`config.mk`:
```
export PLATFORM = sky130hd
export DESIGN_NAME = rtsp_interleaved_deframer
export DESIGN_NICKNAME = d
export VERILOG_FILES = /design/src/rtl/rtspdf_pkg.sv /design/src/rtl/rtspdf_text_scan.sv /design/src/rtl/rtsp_interleaved_deframer.sv
export SDC_FILE = /design/constraint.sdc
export NUM_CORES = 1
export LEC_CHECK = 0
export BUFFER_PORTS_ARGS = -buffer_cell sky130_fd_sc_hd__buf_2
export CORE_MARGIN = 1
export CORE_UTILIZATION = 30
export CTS_BUF_LIST = sky130_fd_sc_hd__clkbuf_4 sky130_fd_sc_hd__clkbuf_8 sky130_fd_sc_hd__clkbuf_16
export DETAILED_ROUTE_END_ITERATION = 10
export MAX_ROUTING_LAYER = met4
export SETUP_SLACK_MARGIN = 0.3
export SLEW_MARGIN = 30
export SYNTH_ARGS = -nofsm -noshare
export SYNTH_HDL_FRONTEND = slang
export SYNTH_SLANG_ARGS = --single-unit
```
`constraint.sdc`:
```
create_clock -name clock -period 14.3 [get_ports clock]
set_clock_uncertainty 0.15 [all_clocks]
set_input_delay 4.29 -clock clock [delete_from_list [all_inputs] [get_ports clock]]
set_output_delay 4.29 -clock clock [all_outputs]
set_load 0.01 [all_outputs]
```
`src/rtl/rtspdf_pkg.sv`:
```
package rtspdf_pkg;

   // character codes
   localparam logic [7:0] CHAR_DOLLAR = 8'h24;
   localparam logic [7:0] CHAR_CR     = 8'h0d;
   localparam logic [7:0] CHAR_LF     = 8'h0a;
   localparam logic [7:0] CHAR_SPACE  = 8'h20;
   localparam logic [7:0] CHAR_TAB    = 8'h09;
   localparam logic [7:0] CHAR_ZERO   = 8'h30;
   localparam logic [7:0] CHAR_NINE   = 8'h39;

   // length of the "Content-Length:" keyword
   localparam logic [3:0] KEY_LEN = 4'd15;

   // result kinds
   localparam logic [1:0] KIND_BIN  = 2'd0;
   localparam logic [1:0] KIND_TEXT = 2'd1;
   localparam logic [1:0] KIND_BODY = 2'd2;

   // top level message mode
   typedef enum logic [4:0] {
      MODE_IDLE   = 5'b00001,
      MODE_BINHDR = 5'b00010,
      MODE_BINPAY = 5'b00100,
      MODE_TEXT   = 5'b01000,
      MODE_BODY   = 5'b10000
   } mode_type;

   // content length number parser phase
   typedef enum logic [3:0] {
      NUM_OFF    = 4'b0001,
      NUM_SKIP   = 4'b0010,
      NUM_DIGITS = 4'b0100,
      NUM_DONE   = 4'b1000
   } num_phase_type;

   // header scanner report for the current byte
   typedef struct packed {
      logic        done;
      logic        to_body;
      logic [15:0] body_length;
   } scan_result_type;

   // keyword character at a given match position
   function automatic logic [7:0] key_char(input logic [3:0] pos);
      logic [7:0] c;
      case (pos)
         4'd0:    c = 8'h43; // C
         4'd1:    c = 8'h6f; // o
         4'd2:    c = 8'h6e; // n
         4'd3:    c = 8'h74; // t
         4'd4:    c = 8'h65; // e
         4'd5:    c = 8'h6e; // n
         4'd6:    c = 8'h74; // t
         4'd7:    c = 8'h2d; // -
         4'd8:    c = 8'h4c; // L
         4'd9:    c = 8'h65; // e
         4'd10:   c = 8'h6e; // n
         4'd11:   c = 8'h67; // g
         4'd12:   c = 8'h74; // t
         4'd13:   c = 8'h68; // h
         4'd14:   c = 8'h3a; // :
         default: c = 8'h00;
      endcase
      return c;
   endfunction

endpackage

```
`src/rtl/rtspdf_text_scan.sv`:
```
module rtspdf_text_scan (
   input  logic                       clock,
   input  logic                       reset,
   input  logic                       enable,
   input  logic                       fresh,
   input  logic [7:0]                 byte_in,
   output rtspdf_pkg::scan_result_type result
);

   logic [3:0]                 key_ff, key_in, key_cur, key_next;
   rtspdf_pkg::num_phase_type  phase_ff, phase_in, phase_cur;
   logic [15:0]                len_ff, len_in, len_cur, len_x10;
   logic [1:0]                 term_ff, term_in, term_cur;
   logic                       is_digit, is_blank, done;

   // a new header starts from a cleared scan state
   always_comb begin
      key_cur   = fresh ? 4'd0 : key_ff;
      phase_cur = fresh ? rtspdf_pkg::NUM_OFF : phase_ff;
      len_cur   = fresh ? 16'd0 : len_ff;
      term_cur  = fresh ? 2'd0 : term_ff;
   end

   assign is_digit = (byte_in >= rtspdf_pkg::CHAR_ZERO) && (byte_in <= rtspdf_pkg::CHAR_NINE);
   assign is_blank = (byte_in == rtspdf_pkg::CHAR_SPACE) || (byte_in == rtspdf_pkg::CHAR_TAB);
   assign len_x10  = {len_cur[12:0], 3'b000} + {len_cur[14:0], 1'b0};

   // keyword match and decimal length parse
   always_comb begin
      key_in   = key_cur;
      phase_in = phase_cur;
      len_in   = len_cur;
      key_next = 4'd0;
      unique case (phase_cur) inside
         rtspdf_pkg::NUM_OFF: begin
            if (key_cur != rtspdf_pkg::KEY_LEN && byte_in == rtspdf_pkg::key_char(key_cur))
               key_next = key_cur + 4'd1;
            else
               key_next = (byte_in == rtspdf_pkg::key_char(4'd0)) ? 4'd1 : 4'd0;
            if (key_next == rtspdf_pkg::KEY_LEN) begin
               key_in   = 4'd0;
               phase_in = rtspdf_pkg::NUM_SKIP;
               len_in   = 16'd0;
            end else begin
               key_in = key_next;
            end
         end
         rtspdf_pkg::NUM_SKIP, rtspdf_pkg::NUM_DIGITS: begin
            if (is_digit) begin
               len_in   = len_x10 + {12'd0, byte_in[3:0]};
               phase_in = rtspdf_pkg::NUM_DIGITS;
            end else if (!(phase_cur == rtspdf_pkg::NUM_SKIP && is_blank)) begin
               phase_in = rtspdf_pkg::NUM_DONE;
            end
         end
         default: begin
         end
      endcase

      // crlf crlf terminator tracking
      done = 1'b0;
      if ((term_cur == 2'd0 || term_cur == 2'd2) && byte_in == rtspdf_pkg::CHAR_CR)
         term_in = term_cur + 2'd1;
      else if (term_cur == 2'd1 && byte_in == rtspdf_pkg::CHAR_LF)
         term_in = 2'd2;
      else if (term_cur == 2'd3 && byte_in == rtspdf_pkg::CHAR_LF) begin
         term_in = 2'd0;
         done    = 1'b1;
      end else
         term_in = (byte_in == rtspdf_pkg::CHAR_CR) ? 2'd1 : 2'd0;

      result.done        = done;
      result.to_body     = done && (phase_in != rtspdf_pkg::NUM_OFF) && (len_in != 16'd0);
      result.body_length = len_in;

      // end of header clears the scan state
      if (done) begin
         key_in   = 4'd0;
         phase_in = rtspdf_pkg::NUM_OFF;
         len_in   = 16'd0;
      end
   end

   // scan state registers
   always_ff @(posedge clock) begin
      if (reset) begin
         key_ff   <= 4'd0;
         phase_ff <= rtspdf_pkg::NUM_OFF;
         len_ff   <= 16'd0;
         term_ff  <= 2'd0;
      end else if (enable) begin
         key_ff   <= key_in;
         phase_ff <= phase_in;
         len_ff   <= len_in;
         term_ff  <= term_in;
      end
   end

endmodule

```
`src/rtl/rtsp_interleaved_deframer.sv`:
```
// channel    direction  ports
// req        in         req_valid, req_stall, req_byte_in
// rsp        out        rsp_valid, rsp_stall, rsp_byte_out, rsp_channel, rsp_kind,
//                       rsp_last, rsp_empty_res
//
// one byte per clock while req_stall is low; each byte is decoded in the cycle it is
// accepted and its item, if any, sits in the output register the next cycle
// synchronous active high reset returns the deframer to idle
// req_stall rises only while the output register holds an item and rsp_stall is high
module rtsp_interleaved_deframer (
   input  logic       clock,
   input  logic       reset,
   input  logic       req_valid,
   output logic       req_stall,
   input  logic [7:0] req_byte_in,
   output logic       rsp_valid,
   input  logic       rsp_stall,
   output logic [7:0] rsp_byte_out,
   output logic [7:0] rsp_channel,
   output logic [1:0] rsp_kind,
   output logic       rsp_last,
   output logic       rsp_empty_res
);

   rtspdf_pkg::mode_type        mode_ff, mode_in;
   logic [1:0]                  hdr_count_ff, hdr_count_in;
   logic [7:0]                  channel_ff, channel_in;
   logic [7:0]                  len_high_ff, len_high_in;
   logic [15:0]                 left_ff, left_in, left_dec, frame_len;
   rtspdf_pkg::scan_result_type scan;
   logic                        accept, scan_en, scan_fresh;
   logic                        res_valid, res_last, res_empty;
   logic [7:0]                  res_byte, res_channel;
   logic [1:0]                  res_kind;
   logic                        valid_ff, valid_in;
   logic [7:0]                  byte_ff, chan_out_ff;
   logic [1:0]                  kind_ff;
   logic                        last_ff, empty_ff;

   assign req_stall = valid_ff && rsp_stall;
   assign accept    = req_valid && !req_stall;

   // header text goes through the scanner; idle bytes other than dollar open a header
   assign scan_fresh = (mode_ff != rtspdf_pkg::MODE_TEXT);
   assign scan_en    = accept && (mode_ff != rtspdf_pkg::MODE_BINHDR) &&
                       (mode_ff != rtspdf_pkg::MODE_BINPAY) &&
                       (mode_ff != rtspdf_pkg::MODE_BODY) &&
                       !(scan_fresh && req_byte_in == rtspdf_pkg::CHAR_DOLLAR);

   rtspdf_text_scan u_scan (
      .clock   (clock),
      .reset   (reset),
      .enable  (scan_en),
      .fresh   (scan_fresh),
      .byte_in (req_byte_in),
      .result  (scan)
   );

   assign left_dec  = left_ff - 16'd1;
   assign frame_len = {len_high_ff, req_byte_in};

   // message decode for the accepted byte
   always_comb begin
      mode_in      = mode_ff;
      hdr_count_in = hdr_count_ff;
      channel_in   = channel_ff;
      len_high_in  = len_high_ff;
      left_in      = left_ff;
      res_valid    = 1'b0;
      res_byte     = req_byte_in;
      res_channel  = 8'd0;
      res_kind     = rtspdf_pkg::KIND_TEXT;
      res_last     = 1'b0;
      res_empty    = 1'b0;
      unique case (mode_ff) inside
         rtspdf_pkg::MODE_BINHDR: begin
            if (hdr_count_ff == 2'd0) begin
               channel_in   = req_byte_in;
               hdr_count_in = 2'd1;
            end else if (hdr_count_ff == 2'd1) begin
               len_high_in  = req_byte_in;
               hdr_count_in = 2'd2;
            end else begin
               hdr_count_in = 2'd0;
               left_in      = frame_len;
               if (frame_len == 16'd0) begin
                  mode_in     = rtspdf_pkg::MODE_IDLE;
                  res_valid   = 1'b1;
                  res_byte    = 8'd0;
                  res_channel = channel_ff;
                  res_kind    = rtspdf_pkg::KIND_BIN;
                  res_last    = 1'b1;
                  res_empty   = 1'b1;
               end else begin
                  mode_in = rtspdf_pkg::MODE_BINPAY;
               end
            end
         end
         rtspdf_pkg::MODE_BINPAY, rtspdf_pkg::MODE_BODY: begin
            left_in   = left_dec;
            res_valid = 1'b1;
            res_last  = (left_dec == 16'd0);
            if (mode_ff == rtspdf_pkg::MODE_BINPAY) begin
               res_channel = channel_ff;
               res_kind    = rtspdf_pkg::KIND_BIN;
            end else begin
               res_kind = rtspdf_pkg::KIND_BODY;
            end
            if (left_dec == 16'd0)
               mode_in = rtspdf_pkg::MODE_IDLE;
         end
         default: begin
            // idle, header text, and any stray code handled as idle
            if (scan_fresh && req_byte_in == rtspdf_pkg::CHAR_DOLLAR) begin
               mode_in      = rtspdf_pkg::MODE_BINHDR;
               hdr_count_in = 2'd0;
            end else begin
               res_valid = 1'b1;
               res_last  = scan.done;
               if (scan.done && scan.to_body) begin
                  left_in = scan.body_length;
                  mode_in = rtspdf_pkg::MODE_BODY;
               end else if (scan.done) begin
                  mode_in = rtspdf_pkg::MODE_IDLE;
               end else begin
                  mode_in = rtspdf_pkg::MODE_TEXT;
               end
            end
         end
      endcase
   end

   // deframer state
   always_ff @(posedge clock) begin
      if (reset) begin
         mode_ff      <= rtspdf_pkg::MODE_IDLE;
         hdr_count_ff <= 2'd0;
         channel_ff   <= 8'd0;
         len_high_ff  <= 8'd0;
         left_ff      <= 16'd0;
      end else if (accept) begin
         mode_ff      <= mode_in;
         hdr_count_ff <= hdr_count_in;
         channel_ff   <= channel_in;
         len_high_ff  <= len_high_in;
         left_ff      <= left_in;
      end
   end

   // output register
   always_comb begin
      if (accept)
         valid_in = res_valid;
      else if (!rsp_stall)
         valid_in = 1'b0;
      else
         valid_in = valid_ff;
   end

   always_ff @(posedge clock) begin
      if (reset)
         valid_ff <= 1'b0;
      else
         valid_ff <= valid_in;
   end

   always_ff @(posedge clock) begin
      if (accept) begin
         byte_ff     <= res_byte;
         chan_out_ff <= res_channel;
         kind_ff     <= res_kind;
         last_ff     <= res_last;
         empty_ff    <= res_empty;
      end
   end

   assign rsp_valid     = valid_ff;
   assign rsp_byte_out  = byte_ff;
   assign rsp_channel   = chan_out_ff;
   assign rsp_kind      = kind_ff;
   assign rsp_last      = last_ff;
   assign rsp_empty_res = empty_ff;

`ifndef SYNTHESIS
   // an empty frame item is a final binary item with a zero byte
   a_empty_form: assert property (@(posedge clock) disable iff (reset)
      (valid_ff && empty_ff) |->
         (last_ff && byte_ff == 8'd0 && kind_ff == rtspdf_pkg::KIND_BIN))
      else $error("empty item malformed");

   // text and body items carry channel zero
   a_text_channel: assert property (@(posedge clock) disable iff (reset)
      (valid_ff && kind_ff != rtspdf_pkg::KIND_BIN) |-> (chan_out_ff == 8'd0))
      else $error("nonzero channel on text item");

   // channel and high length bytes give no item
   a_hdr_silent: assert property (@(posedge clock) disable iff (reset)
      (accept && mode_ff == rtspdf_pkg::MODE_BINHDR && hdr_count_ff != 2'd2) |=> !valid_ff)
      else $error("item from frame header byte");

   // payload and body modes always have bytes outstanding
   a_left_nonzero: assert property (@(posedge clock) disable iff (reset)
      (mode_ff == rtspdf_pkg::MODE_BODY || mode_ff == rtspdf_pkg::MODE_BINPAY) |->
         (left_ff != 16'd0))
      else $error("payload mode with zero bytes left");
`endif

endmodule
```
==> results.ini <==
[clock_network]
postCtsHoldBufs=0
clk_latency_ns=0.35
clkTransAtPathRegs_ns=0.08
cts-resized-gates=0
ctsRootBufferMaster=clkbuf_16
post-cts-setup-buffers=0
cts.sinks=86
htreeDepth=3
cts_tree=yes
cts_buffers=9
clockBufferDepth=2

[timing]
drv_slew=0
setup_viol=0
max_slew_margin=0.372
worst_slew_pin_slew_ns=0.938
fmax_mhz=110
fin_crit_sh=0.635
tns_ns=0
hold_violations=0
period_minus_slack_ns=9.08
grt_setup_unrepaired=no

[finish]
finalInstanceArea_um2=6450
antennaDiodeCount=0
synthToLayoutAreaGrowth_pct=11.0
final_nets=724
post-route-util=0.343
final_cells=945
layout-drive-gt1-share=0.143

[global_route]
antenna_found_initial=0
grt-ovfl-total=0
grtUsageMet3=0.0272
grt_pass1_wl_mm=25.5
met2_usage=0.270
top_usage_layer=met2
grt_max_degree=70
use_met1=0.211
track_usage=0.164
grt_pass1_vias=4918

[hold_path]
hold_path_depth=2
min_path_type=flip-flop to flip-flop

[critical_path]
crit_path_max_fanout=3
cp_top_family=buffers and inverters
critPathLaunchType=input port
r2r_slack_ns=8.51
endpoint_kind=output pin
crit_chain=buf_2 -> nand2_1 -> inv_1 -> buf_2
critPathSlowestCell=buf_2
crit_type=input port to output pin
critical_path_cell_count=4
crit_top_cell=buf_2
worst_ep_required_time_ns=9.86
cp.arrival_ns=4.64
reg2regPathDepth=15
max_stage_delay_ns=0.13
path_buf_inv=3

[logic_synthesis]
ys.flop_type=dfxtp_1
synth_top_family_by_area=simple AND/OR/NAND/NOR gates
synth_commonest_cells=nor2_1, dfxtp_1, nand2_1, a21oi_1, clkbuf_1
async_reset_ff_frac=0
yosysTopAreaCellShare=0.227
synth-edff-count=20
yosysSeqAreaShare=0.331
synth_compound_area_frac=0.232
syn_area_um2=5810
synth.most_common_cell=nor2_1
ys_warn_count=0
yosys.area_share.simple=0.235
yosysTopAreaCell=dfxtp_1
synth-seq-cells=86
synth_xor_area_frac=0.0543
synth.distinct_cells=76
syn_nets=726
synthCells=682
avgSynthCellArea_um2=8.52
yosys-top-cells-area=dfxtp_1, edfxtp_1, ha_1, nor2_1, a21oi_1
synthAdderAreaFrac=0.0702
muxShareOfSynthArea=0.0349

[floorplan]
die_h_um=141
coreArea_um2=18800
io_pins=34
fp.dieW_um=141
dieArea_um2=19900
initial_core_util=0.309
rows=50

[placed_design]
dp_hpwl_mm=11.1
placed_cells=929
portBuffers=33
place_area_um2=6150
place.gp.congestion=0.841

[pwr]
switching_share=0.265
ir_worst_vdd_mv=0.0465
total_power_mw=0.523
intPower_mw=0.384
p_sw_mw=0.138
clkPwrFrac=0.453
leakage_nw=2.51
p_seq_frac=0.485
p_per_area_nw_per_um2=81.0
pwr-share-comb=0.061

[flow_run]
maxCapViolations=0

[outcome]
run_status=complete, no violations

[detailed_routing]
drt_iter0_markers=316
antenna_left=0
post_drt_wl_per_cell_um=16.5
via_per_inst=5.42
wl_mm=15.6
vias=5121
dr.pass1.iters=5
post-route-drc-count=0

## layer usage
layer | vias to the layer above | part of all wire
li1 | 2531 | -
met1 | 2445 | 0.47
met2 | 131 | 0.47
met3 | 14 | 0.051
met4 | 0 | 0.011
met5 | - | 0
## cells by family (layout without fill, tap and decap cells)
family / count (synthesis) / after routing
mux: 20 / 20
xor+xnor: 36 / 36
simple gates: 259 / 259
compound gates: 187 / 187
buf+inv: 62 / 65
flops: 86 / 86
fa+ha+maj: 32 / 32
## area by class of cell
type                    instances  area (um^2)
well taps                     260          325
repair buffers                 40          218
inverters                       9         33.8
fillers                      1973        12400
clock buffers                   9          225
flip-flops and latches         86         1920
clock inverters                 7         76.3
multi-input cells             534         3650
## tightest hold or removal path, cell delays in order (launching register included)
cell	delay [ns]
dfxtp_1	0.31
nand2_1	0.05
a21oi_1	0.06
## sequential cells by signal (all words and copies together), names as in the netlist
register,flops
rsp_last,1
channel_ff,8
rsp_kind,2
rsp_valid,1
len_high_ff,8
u_scan.len_ff,16
u_scan.phase_ff,4
rsp_empty_res,1
u_scan.term_ff,2
u_scan.key_ff,4
rsp_channel,8
left_ff,16
hdr_count_ff,2
mode_ff,5
rsp_byte_out,8
## power groups by stage
stage / logic, mW / clock network (mW) / registers, mW
floorplan: 0.0197 / 0 / 0.260
global placement: 0.0316 / 0 / 0.259
detailed placement: 0.0319 / 0 / 0.259
CTS: 0.0320 / 0.241 / 0.254
global route: 0.0348 / 0.249 / 0.254
finish: 0.0321 / 0.237 / 0.254
## final timing paths
check	from	endpoint
setup / recovery	rsp_stall	req_stall
hold / removal	u_scan.term_ff[0]	u_scan.term_ff[0]
setup reg to reg	mode_ff[3]	left_ff[5]
hold reg to reg	u_scan.term_ff[0]	u_scan.term_ff[0]
## through the flow
step           setup slack (ns)  hold slack, ns
2_1_floorplan              5.42           0.282
3_3_place_gp               5.22           0.295
3_5_place_dp               5.22           0.298
4_1_cts                    5.22           0.310
5_1_grt                    5.19           0.338
6_report                   5.22           0.315
## cells in the final DEF, fill, tap and decap left out, types with 5 or more instances in the layout
cell,n
nor2_1,77
dfxtp_1,66
nand2_1,54
a21oi_1,46
buf_2,33
ha_1,31
o21ai_0,24
xnor2_1,22
edfxtp_1,20
and3_1,19
a22oi_1,19
nor3_1,18
mux2i_1,18
xor2_1,14
a21oi_2,12
nor4_1,11
and2_1,11
a211oi_2,10
inv_1,9
a31oi_1,9
a211oi_1,9
a221oi_1,9
clkbuf_16,9
nand4_1,8
or4_1,8
nand3_1,7
or3_1,7
buf_4,7
a21o_1,6
nor2b_1,5
(Power assumes the default switching activity.)
